**src/rtl/core/snt_pkg.sv**
```systemverilog
package snt_pkg;

    localparam int unsigned SLOT_COUNT_DEF  = 8;
    localparam int unsigned MAX_RESULTS     = 8;
    localparam logic [31:0] TIMEOUT_RESET   = 32'd30000;
    localparam logic [7:0]  CIN_NOTE_OFF    = 8'h08;
    localparam logic [7:0]  STATUS_NOTE_OFF = 8'h80;
    localparam logic [6:0]  RELEASE_VEL     = 7'd0;
    localparam int unsigned PADDR_W         = 3;

    typedef enum logic [1:0] {
        OP_NOTE_ON  = 2'd0,
        OP_NOTE_OFF = 2'd1,
        OP_SCAN     = 2'd2
    } opcode_t;

    typedef enum logic [1:0] {
        ST_IDLE,
        ST_CLAIM,
        ST_WALK,
        ST_FLUSH
    } state_t;

    typedef struct packed {
        logic [3:0]  channel;
        logic [6:0]  note;
        logic [31:0] start_time;
    } slot_entry_t;

    typedef struct packed {
        logic expired;
        logic match;
    } cmp_res_t;

endpackage

```
**src/rtl/core/snt_slot_mem.sv**
```systemverilog
module snt_slot_mem #(
    parameter int unsigned SLOT_COUNT = 8,
    parameter int unsigned IDX_W      = 3
) (
    input  logic                clk,
    input  logic                we,
    input  logic [IDX_W-1:0]    waddr,
    input  snt_pkg::slot_entry_t wdata,
    input  logic                re,
    input  logic [IDX_W-1:0]    raddr,
    output snt_pkg::slot_entry_t rdata
);
    import snt_pkg::*;

    slot_entry_t mem [SLOT_COUNT];
    slot_entry_t rdata_reg;

    always_ff @(posedge clk)
    begin
        if (we)
        begin
            mem[waddr] <= wdata;
        end
    end

    always_ff @(posedge clk)
    begin
        if (re)
        begin
            rdata_reg <= mem[raddr];
        end
    end

    assign rdata = rdata_reg;

endmodule

```
**src/rtl/core/snt_cmp_unit.sv**
```systemverilog
module snt_cmp_unit (
    input  snt_pkg::slot_entry_t entry,
    input  logic [31:0]          now_ms,
    input  logic [31:0]          timeout_ms,
    input  logic [3:0]           channel,
    input  logic [6:0]           note,
    output snt_pkg::cmp_res_t    res
);
    import snt_pkg::*;

    logic [31:0] elapsed;

    // wrapping subtraction keeps the age right across a timer rollover
    assign elapsed     = now_ms - entry.start_time;
    assign res.expired = (elapsed >= timeout_ms);
    assign res.match   = (entry.channel == channel) && (entry.note == note);

endmodule

```
**src/rtl/core/stuck_note_timeout_tracker.sv**
```systemverilog
// Stuck-note tracker: SLOT_COUNT slots in a small memory, visited one per cycle unless stalled.
// Note on: a walk of the valid bits to the lowest free slot; a full table drops the note.
// Note off: one read and compare per slot, ends at a match.
// Scan: one read and compare per slot, then a drain of the held packet; output stalls hold both.
// One request at a time: req_stall is high until the block is idle; a single compare unit.
// Reset clears all slot valid bits at once and sets timeout_ms to 30000.
module stuck_note_timeout_tracker #(
    parameter int unsigned SLOT_COUNT = snt_pkg::SLOT_COUNT_DEF
) (
    input  logic                        clk,
    input  logic                        rst_n,
    input  logic                        psel,
    input  logic                        penable,
    input  logic                        pwrite,
    input  logic [snt_pkg::PADDR_W-1:0] paddr,
    input  logic [31:0]                 pwdata,
    output logic [31:0]                 prdata,
    output logic                        pready,
    input  logic                        req_valid,
    output logic                        req_stall,
    input  logic [1:0]                  opcode,
    input  logic [3:0]                  channel,
    input  logic [6:0]                  note,
    input  logic [31:0]                 now_ms,
    output logic                        rsp_valid,
    input  logic                        rsp_stall,
    output logic [7:0]                  code_index,
    output logic [7:0]                  status_byte,
    output logic [6:0]                  released_note,
    output logic [6:0]                  velocity,
    output logic                        last
);
    import snt_pkg::*;

    localparam int unsigned IDX_W = (SLOT_COUNT > 1) ? $clog2(SLOT_COUNT) : 1;
    localparam int unsigned CNT_W = $clog2(MAX_RESULTS + 1);
    localparam logic [IDX_W-1:0] LAST_IDX = IDX_W'(SLOT_COUNT - 1);

    state_t             state_reg, state_next;
    opcode_t            op_reg;
    logic [3:0]         ch_reg;
    logic [6:0]         note_reg;
    logic [31:0]        now_reg;
    logic [31:0]        timeout_reg;

    logic [IDX_W-1:0]   idx_reg, idx_next;
    logic               iss_live_reg, iss_live_next;
    logic               chk_vld_reg, chk_vld_next;
    logic [IDX_W-1:0]   chk_idx_reg, chk_idx_next;
    logic [SLOT_COUNT-1:0] valid_reg, valid_next;
    logic [CNT_W-1:0]   cnt_reg, cnt_next;

    logic               pend_vld_reg, pend_vld_next;
    logic [3:0]         pend_ch_reg, pend_ch_next;
    logic [6:0]         pend_note_reg, pend_note_next;

    logic               out_vld_reg, out_vld_next;
    logic [3:0]         out_ch_reg, out_ch_next;
    logic [6:0]         out_note_reg, out_note_next;
    logic               out_last_reg, out_last_next;

    logic               mem_we;
    logic               mem_re;
    slot_entry_t        mem_wdata;
    slot_entry_t        mem_rdata;
    cmp_res_t           cmp_res;

    logic               accept;
    logic               cfg_wr;
    logic               out_free;
    logic               hit_scan;
    logic               hit_off;
    logic               blocked;

    // configuration port
    assign pready = 1'b1;
    assign cfg_wr = psel && penable && pwrite && !paddr[PADDR_W-1];
    assign prdata = paddr[PADDR_W-1] ? 32'd0 : timeout_reg;

    always_ff @(posedge clk or negedge rst_n)
    begin
        if (!rst_n)
        begin
            timeout_reg <= TIMEOUT_RESET;
        end
        else if (cfg_wr)
        begin
            timeout_reg <= pwdata;
        end
    end

    assign req_stall = (state_reg != ST_IDLE);
    assign accept    = req_valid && !req_stall;

    // latch the request fields
    always_ff @(posedge clk)
    begin
        if (accept)
        begin
            op_reg   <= opcode_t'(opcode);
            ch_reg   <= channel;
            note_reg <= note;
            now_reg  <= now_ms;
        end
    end

    assign mem_wdata.channel    = ch_reg;
    assign mem_wdata.note       = note_reg;
    assign mem_wdata.start_time = now_reg;

    snt_slot_mem #(
        .SLOT_COUNT (SLOT_COUNT),
        .IDX_W      (IDX_W)
    ) u_mem (
        .clk   (clk),
        .we    (mem_we),
        .waddr (idx_reg),
        .wdata (mem_wdata),
        .re    (mem_re),
        .raddr (idx_reg),
        .rdata (mem_rdata)
    );

    snt_cmp_unit u_cmp (
        .entry      (mem_rdata),
        .now_ms     (now_reg),
        .timeout_ms (timeout_reg),
        .channel    (ch_reg),
        .note       (note_reg),
        .res        (cmp_res)
    );

    assign out_free = !out_vld_reg || !rsp_stall;
    assign hit_scan = (op_reg == OP_SCAN) && chk_vld_reg && valid_reg[chk_idx_reg]
                      && cmp_res.expired && (cnt_reg < CNT_W'(MAX_RESULTS));
    assign hit_off  = (op_reg == OP_NOTE_OFF) && chk_vld_reg && valid_reg[chk_idx_reg]
                      && cmp_res.match;
    // a second expired slot must push the held packet out first
    assign blocked  = hit_scan && pend_vld_reg && !out_free;

    always_comb
    begin
        state_next     = state_reg;
        idx_next       = idx_reg;
        iss_live_next  = iss_live_reg;
        chk_vld_next   = chk_vld_reg;
        chk_idx_next   = chk_idx_reg;
        valid_next     = valid_reg;
        cnt_next       = cnt_reg;
        pend_vld_next  = pend_vld_reg;
        pend_ch_next   = pend_ch_reg;
        pend_note_next = pend_note_reg;
        out_vld_next   = out_vld_reg;
        out_ch_next    = out_ch_reg;
        out_note_next  = out_note_reg;
        out_last_next  = out_last_reg;
        mem_we         = 1'b0;
        mem_re         = 1'b0;

        if (out_vld_reg && !rsp_stall)
        begin
            out_vld_next = 1'b0;
        end

        unique case (state_reg)
            ST_IDLE:
            begin
                if (accept)
                begin
                    idx_next      = '0;
                    iss_live_next = 1'b1;
                    chk_vld_next  = 1'b0;
                    cnt_next      = '0;
                    pend_vld_next = 1'b0;
                    unique case (opcode)
                        OP_NOTE_ON:  state_next = ST_CLAIM;
                        OP_NOTE_OFF: state_next = ST_WALK;
                        OP_SCAN:     state_next = ST_WALK;
                        default:     state_next = ST_IDLE;
                    endcase
                end
            end

            ST_CLAIM:
            begin
                if (!valid_reg[idx_reg])
                begin
                    mem_we              = 1'b1;
                    valid_next[idx_reg] = 1'b1;
                    state_next          = ST_IDLE;
                end
                else if (idx_reg == LAST_IDX)
                begin
                    // table full: drop the note
                    state_next = ST_IDLE;
                end
                else
                begin
                    idx_next = idx_reg + 1'b1;
                end
            end

            ST_WALK:
            begin
                if (!iss_live_reg && !chk_vld_reg)
                begin
                    state_next = (op_reg == OP_SCAN) ? ST_FLUSH : ST_IDLE;
                end
                else if (hit_off)
                begin
                    valid_next[chk_idx_reg] = 1'b0;
                    state_next              = ST_IDLE;
                end
                else if (!blocked)
                begin
                    if (hit_scan)
                    begin
                        valid_next[chk_idx_reg] = 1'b0;
                        cnt_next                = cnt_reg + 1'b1;
                        if (pend_vld_reg)
                        begin
                            out_vld_next  = 1'b1;
                            out_ch_next   = pend_ch_reg;
                            out_note_next = pend_note_reg;
                            out_last_next = 1'b0;
                        end
                        pend_vld_next  = 1'b1;
                        pend_ch_next   = mem_rdata.channel;
                        pend_note_next = mem_rdata.note;
                    end
                    // advance the read pipeline
                    if (iss_live_reg)
                    begin
                        mem_re       = 1'b1;
                        chk_vld_next = 1'b1;
                        chk_idx_next = idx_reg;
                        if (idx_reg == LAST_IDX)
                        begin
                            iss_live_next = 1'b0;
                        end
                        else
                        begin
                            idx_next = idx_reg + 1'b1;
                        end
                    end
                    else
                    begin
                        chk_vld_next = 1'b0;
                    end
                end
            end

            ST_FLUSH:
            begin
                if (!pend_vld_reg)
                begin
                    state_next = ST_IDLE;
                end
                else if (out_free)
                begin
                    out_vld_next  = 1'b1;
                    out_ch_next   = pend_ch_reg;
                    out_note_next = pend_note_reg;
                    out_last_next = 1'b1;
                    pend_vld_next = 1'b0;
                    state_next    = ST_IDLE;
                end
            end

            default:
            begin
                state_next = ST_IDLE;
            end
        endcase
    end

    always_ff @(posedge clk or negedge rst_n)
    begin
        if (!rst_n)
        begin
            state_reg    <= ST_IDLE;
            idx_reg      <= '0;
            iss_live_reg <= 1'b0;
            chk_vld_reg  <= 1'b0;
            chk_idx_reg  <= '0;
            valid_reg    <= '0;
            cnt_reg      <= '0;
            pend_vld_reg <= 1'b0;
            out_vld_reg  <= 1'b0;
        end
        else
        begin
            state_reg    <= state_next;
            idx_reg      <= idx_next;
            iss_live_reg <= iss_live_next;
            chk_vld_reg  <= chk_vld_next;
            chk_idx_reg  <= chk_idx_next;
            valid_reg    <= valid_next;
            cnt_reg      <= cnt_next;
            pend_vld_reg <= pend_vld_next;
            out_vld_reg  <= out_vld_next;
        end
    end

    always_ff @(posedge clk)
    begin
        pend_ch_reg   <= pend_ch_next;
        pend_note_reg <= pend_note_next;
        out_ch_reg    <= out_ch_next;
        out_note_reg  <= out_note_next;
        out_last_reg  <= out_last_next;
    end

    assign rsp_valid     = out_vld_reg;
    assign code_index    = CIN_NOTE_OFF;
    assign status_byte   = STATUS_NOTE_OFF | {4'd0, out_ch_reg};
    assign released_note = out_note_reg;
    assign velocity      = RELEASE_VEL;
    assign last          = out_last_reg;

endmodule

```
**config.mk**
```make
export PLATFORM = sky130hd
export DESIGN_NAME = stuck_note_timeout_tracker
export DESIGN_NICKNAME = d
export VERILOG_FILES = /design/src/rtl/core/snt_pkg.sv /design/src/rtl/core/snt_slot_mem.sv /design/src/rtl/core/snt_cmp_unit.sv /design/src/rtl/core/stuck_note_timeout_tracker.sv
export SDC_FILE = /design/constraint.sdc
export NUM_CORES = 1
export LEC_CHECK = 0
export ABC_AREA = 1
export BUFFER_PORTS_ARGS = -buffer_cell sky130_fd_sc_hd__buf_2
export CAP_MARGIN = 20
export CORE_AREA = 8 8 191 375
export CTS_CLUSTER_SIZE = 14
export DETAILED_ROUTE_END_ITERATION = 6
export DIE_AREA = 0 0 199 383
export GPL_ROUTABILITY_DRIVEN = 1
export SLEW_MARGIN = 20
export SYNTH_ARGS = -nofsm -noshare
export SYNTH_HDL_FRONTEND = slang
export SYNTH_SLANG_ARGS = --single-unit
```
**constraint.sdc**
```tcl
create_clock -name clk -period 6.93 [get_ports clk]
set_clock_uncertainty 0.15 [all_clocks]
set_input_delay 1.386 -clock clk [delete_from_list [all_inputs] [get_ports clk]]
set_output_delay 1.386 -clock clk [all_outputs]
set_load 0.02 [all_outputs]
```
==> flow_metrics.env <==
export IMPL_crit_path_frequent_cell="nand2_1"
export IMPL_worst_hold_path_num_cells=0
export IMPL_numPortBuffers=130
export IMPL_multi_input_area_mm2=0.00578
export IMPL_crit_buf_inv=3
export IMPL_setup_tns_ns=0
export IMPL_htree_levels=2
export IMPL_power_density_mw_per_mm2=367
export IMPL_syn_cell_area_mm2=0.0217
export IMPL_drt_wirelength_per_cell_um=20.1
export IMPL_largest_reg_flops=344
export IMPL_highest_layer="met5"
export IMPL_hold_start="pend_note_reg[0]"
export IMPL_synth_top_cell_area_share_pct=62.8
export IMPL_timing_fmax_mhz=186
export IMPL_layout_drive_gt1_share_pct=13.2
export IMPL_end_kind="flip-flop"
export IMPL_synth_area_leader_cell="edfxtp_1"
export IMPL_grt_pass1_vias=13900
export IMPL_seq_area_mm2=0.0151
export IMPL_cts_tree="built"
export IMPL_ir_worst_vdd_mv=0.165
export IMPL_synthTopCellsByArea="edfxtp_1 (63%), dfrtp_1 (5.6%), nand2_1 (4.7%)"
export IMPL_leakage_nw=9.40
export IMPL_viasPerCell=4.92
export IMPL_status="completed"
export IMPL_stdcell_count=2765
export IMPL_antenna_found_initial=2
export IMPL_setup_viol=0
export IMPL_cts_made_buffers=45
export IMPL_core_mm2=0.0666
export IMPL_row_count=134
export IMPL_ios=153
export IMPL_die_area_mm2=0.0762
export IMPL_path_clk_slew_ns=0.06
export IMPL_cts_setup_buffers=0
export IMPL_fillerInstances=6336
export IMPL_grt_pass1_wl_um=84100
export IMPL_crit_path_start="now_reg[0]"
export IMPL_wirelength_um=55600
export IMPL_worst_skew_pair_late_latency_ns=0.59
export IMPL_critPathSlowestCell="nor2_1"
export IMPL_cap_viol_max_count=0
export IMPL_cts_resized=0
export IMPL_r2r_cells=24
export IMPL_hpwl_um=36300
export IMPL_relSlewSlack_pct=26.2
export IMPL_vias=13600
export IMPL_async_flop_share_pct=11.0
export IMPL_syn_to_final_growth_pct=13.9
export IMPL_cp_max_fo=11
export IMPL_crit_family="simple AND/OR/NAND/NOR gates"
export IMPL_routabilityCongestion=0.837
export IMPL_start_util_pct=32.7
export IMPL_worst_slew_pin_transition_ns=1.11
export IMPL_wl_met3_um=2910
export IMPL_overflow=0
export IMPL_yosys_register_bits=511
export IMPL_drtAntennaViolNets=0
export IMPL_ys_warnings_count=0
export IMPL_nets=2020
export IMPL_grt_use_total_pct=14.4
export IMPL_setup_slack_ns=1.57
export IMPL_start_kind="flip-flop"
export IMPL_cp_required_ns=6.98
export IMPL_hold_path_class="flip-flop to flip-flop"
export IMPL_min_period_over_period_pct=77.4
export IMPL_utilization_pct=37.2
export IMPL_rsz0062_at_grt="false"
export IMPL_setup_reg_to_reg_worst_slack_ns=1.57
export IMPL_syn_instance_count=1714
export IMPL_pre_cts_ws_ns=1.38
export IMPL_yosysSeqAreaShare_pct=69.3
export IMPL_wl_met2_um=29500
export IMPL_slowest_delay_ns=0.74
export IMPL_cts_root_buf="clkbuf_16"
export IMPL_die_w_um=199
export IMPL_drtPass1Iterations=6
export IMPL_grt_start_max_net_pins=65
export IMPL_numPlacedInstances=2696
export IMPL_drcViolationCount=0
export IMPL_path_class="flip-flop to flip-flop"
export IMPL_fin_crit_ns=5.36
export IMPL_die_h_um=383
export IMPL_crit_chain="inv_1 > ha_1 > inv_1 > fa_1 > nand3_1 > nand2_1 > a31oi_1 > o21ai_1 > a21oi_1 > or2_2 > nand2_1 > nand2_1 > nand2_1 > ha_1 > nand2_1 > nor2_1 > nand4_1 > a21oi_1 > nor2_1 > nand2_1 > nand2_1 > inv_1 > nand2_1 > nor2_1"
export IMPL_r2r_start="now_reg[0]"
export IMPL_r2r_end="pend_note_reg[1]"
export IMPL_drv_slew=0
export IMPL_clkSinkCount=511
export IMPL_yosysUniqueCellTypes=53
export IMPL_cts_hold_fix_buffers=0
export IMPL_path_depth=24
export IMPL_worst_ep_arrival_time_ns=5.41
export IMPL_p_total_mw=9.09
export IMPL_finalHoldViolCount=0
export IMPL_place_area_mm2=0.0234
export IMPL_drt_iter0_markers=967
export IMPL_wirelength_met1_um=21600
export IMPL_synth_edff_count=455
export IMPL_synth_area_per_cell_um2=12.7
export IMPL_synthFlopType="edfxtp_1"
export IMPL_cts_path_max_buffers=3
export IMPL_finalInstanceArea_mm2=0.0248
export IMPL_whs_endpoint="released_note[0]"
export IMPL_holdWs_ns=0.274
[cells in the mapped netlist, types with 32 or more instances]
library cell,count
a21oi_1,93
nand4_1,70
o21ai_0,53
nor2_1,141
clkbuf_1,32
ha_1,73
nand3_1,39
inv_1,159
edfxtp_1,455
nand2_1,272
dfrtp_1,49
a22oi_1,49
[worst max-delay path by stage]
stage | slack [ns] | to
6_report | 1.57 | pend_note_reg[1]
3_3_place_gp | 1.47 | pend_note_reg[2]
4_1_cts | 1.37 | pend_note_reg[1]
3_5_place_dp | 1.38 | pend_note_reg[2]
2_1_floorplan | 2.39 | u_mem.rdata[0]
5_1_grt | 1.06 | pend_note_reg[4]
[power by group]
part / switching, mW / total, mW / internal [mW]
clock network: 1.11 / 2.41 / 1.31
logic: 1.69 / 2.54 / 0.851
registers: 0.273 / 4.14 / 3.86
total: 3.07 / 9.09 / 6.02
[per-layer routing]
metal | up-vias | track usage [%]
li1 | 6418 | -
met5 | - | 0
met4 | 2 | 5.04
met3 | 90 | 1.75
met1 | 6677 | 16.4
met2 | 413 | 27.1
[kinds of logic after synthesis]
logic type | Yosys count | synth area share (%)
buffers and inverters | 238 | 4.66
DFF | 511 | 69.3
adders and majority gates | 74 | 4.29
xor gates and xnor gates | 37 | 1.49
other | 2 | 0.0345
and+or+nand+nor | 558 | 11.4
AOI/OAI and AO/OA | 294 | 8.80
[area by class of cell]
class / count / area share, %
sequential: 511 / 60.9
inverter: 167 / 2.53
clock buffer: 54 / 4.68
multi-input combinational: 983 / 23.4
clock inverter: 14 / 0.819
antenna: 1 / 0.0101
tap: 884 / 4.47
timing repair buffer: 151 / 3.26
[placed cells by master (no fill, tap or decap), types with 11 or more instances in the layout]
cell / Yosys / final
edfxtp_1: 455 / 455
nand2_1: 272 / 272
inv_1: 159 / 156
nor2_1: 141 / 133
buf_2: 6 / 130
a21oi_1: 93 / 93
ha_1: 73 / 73
nand4_1: 70 / 70
o21ai_0: 53 / 53
a22oi_1: 49 / 49
dfrtp_1: 49 / 49
clkbuf_16: 0 / 45
nand3_1: 39 / 39
a221oi_1: 31 / 31
a22o_1: 30 / 30
xor2_1: 23 / 23
buf_4: 21 / 21
conb_1: 2 / 20
xnor2_1: 14 / 14
nor3_1: 11 / 11
Note: power is estimated with default switching activity, not from simulation.
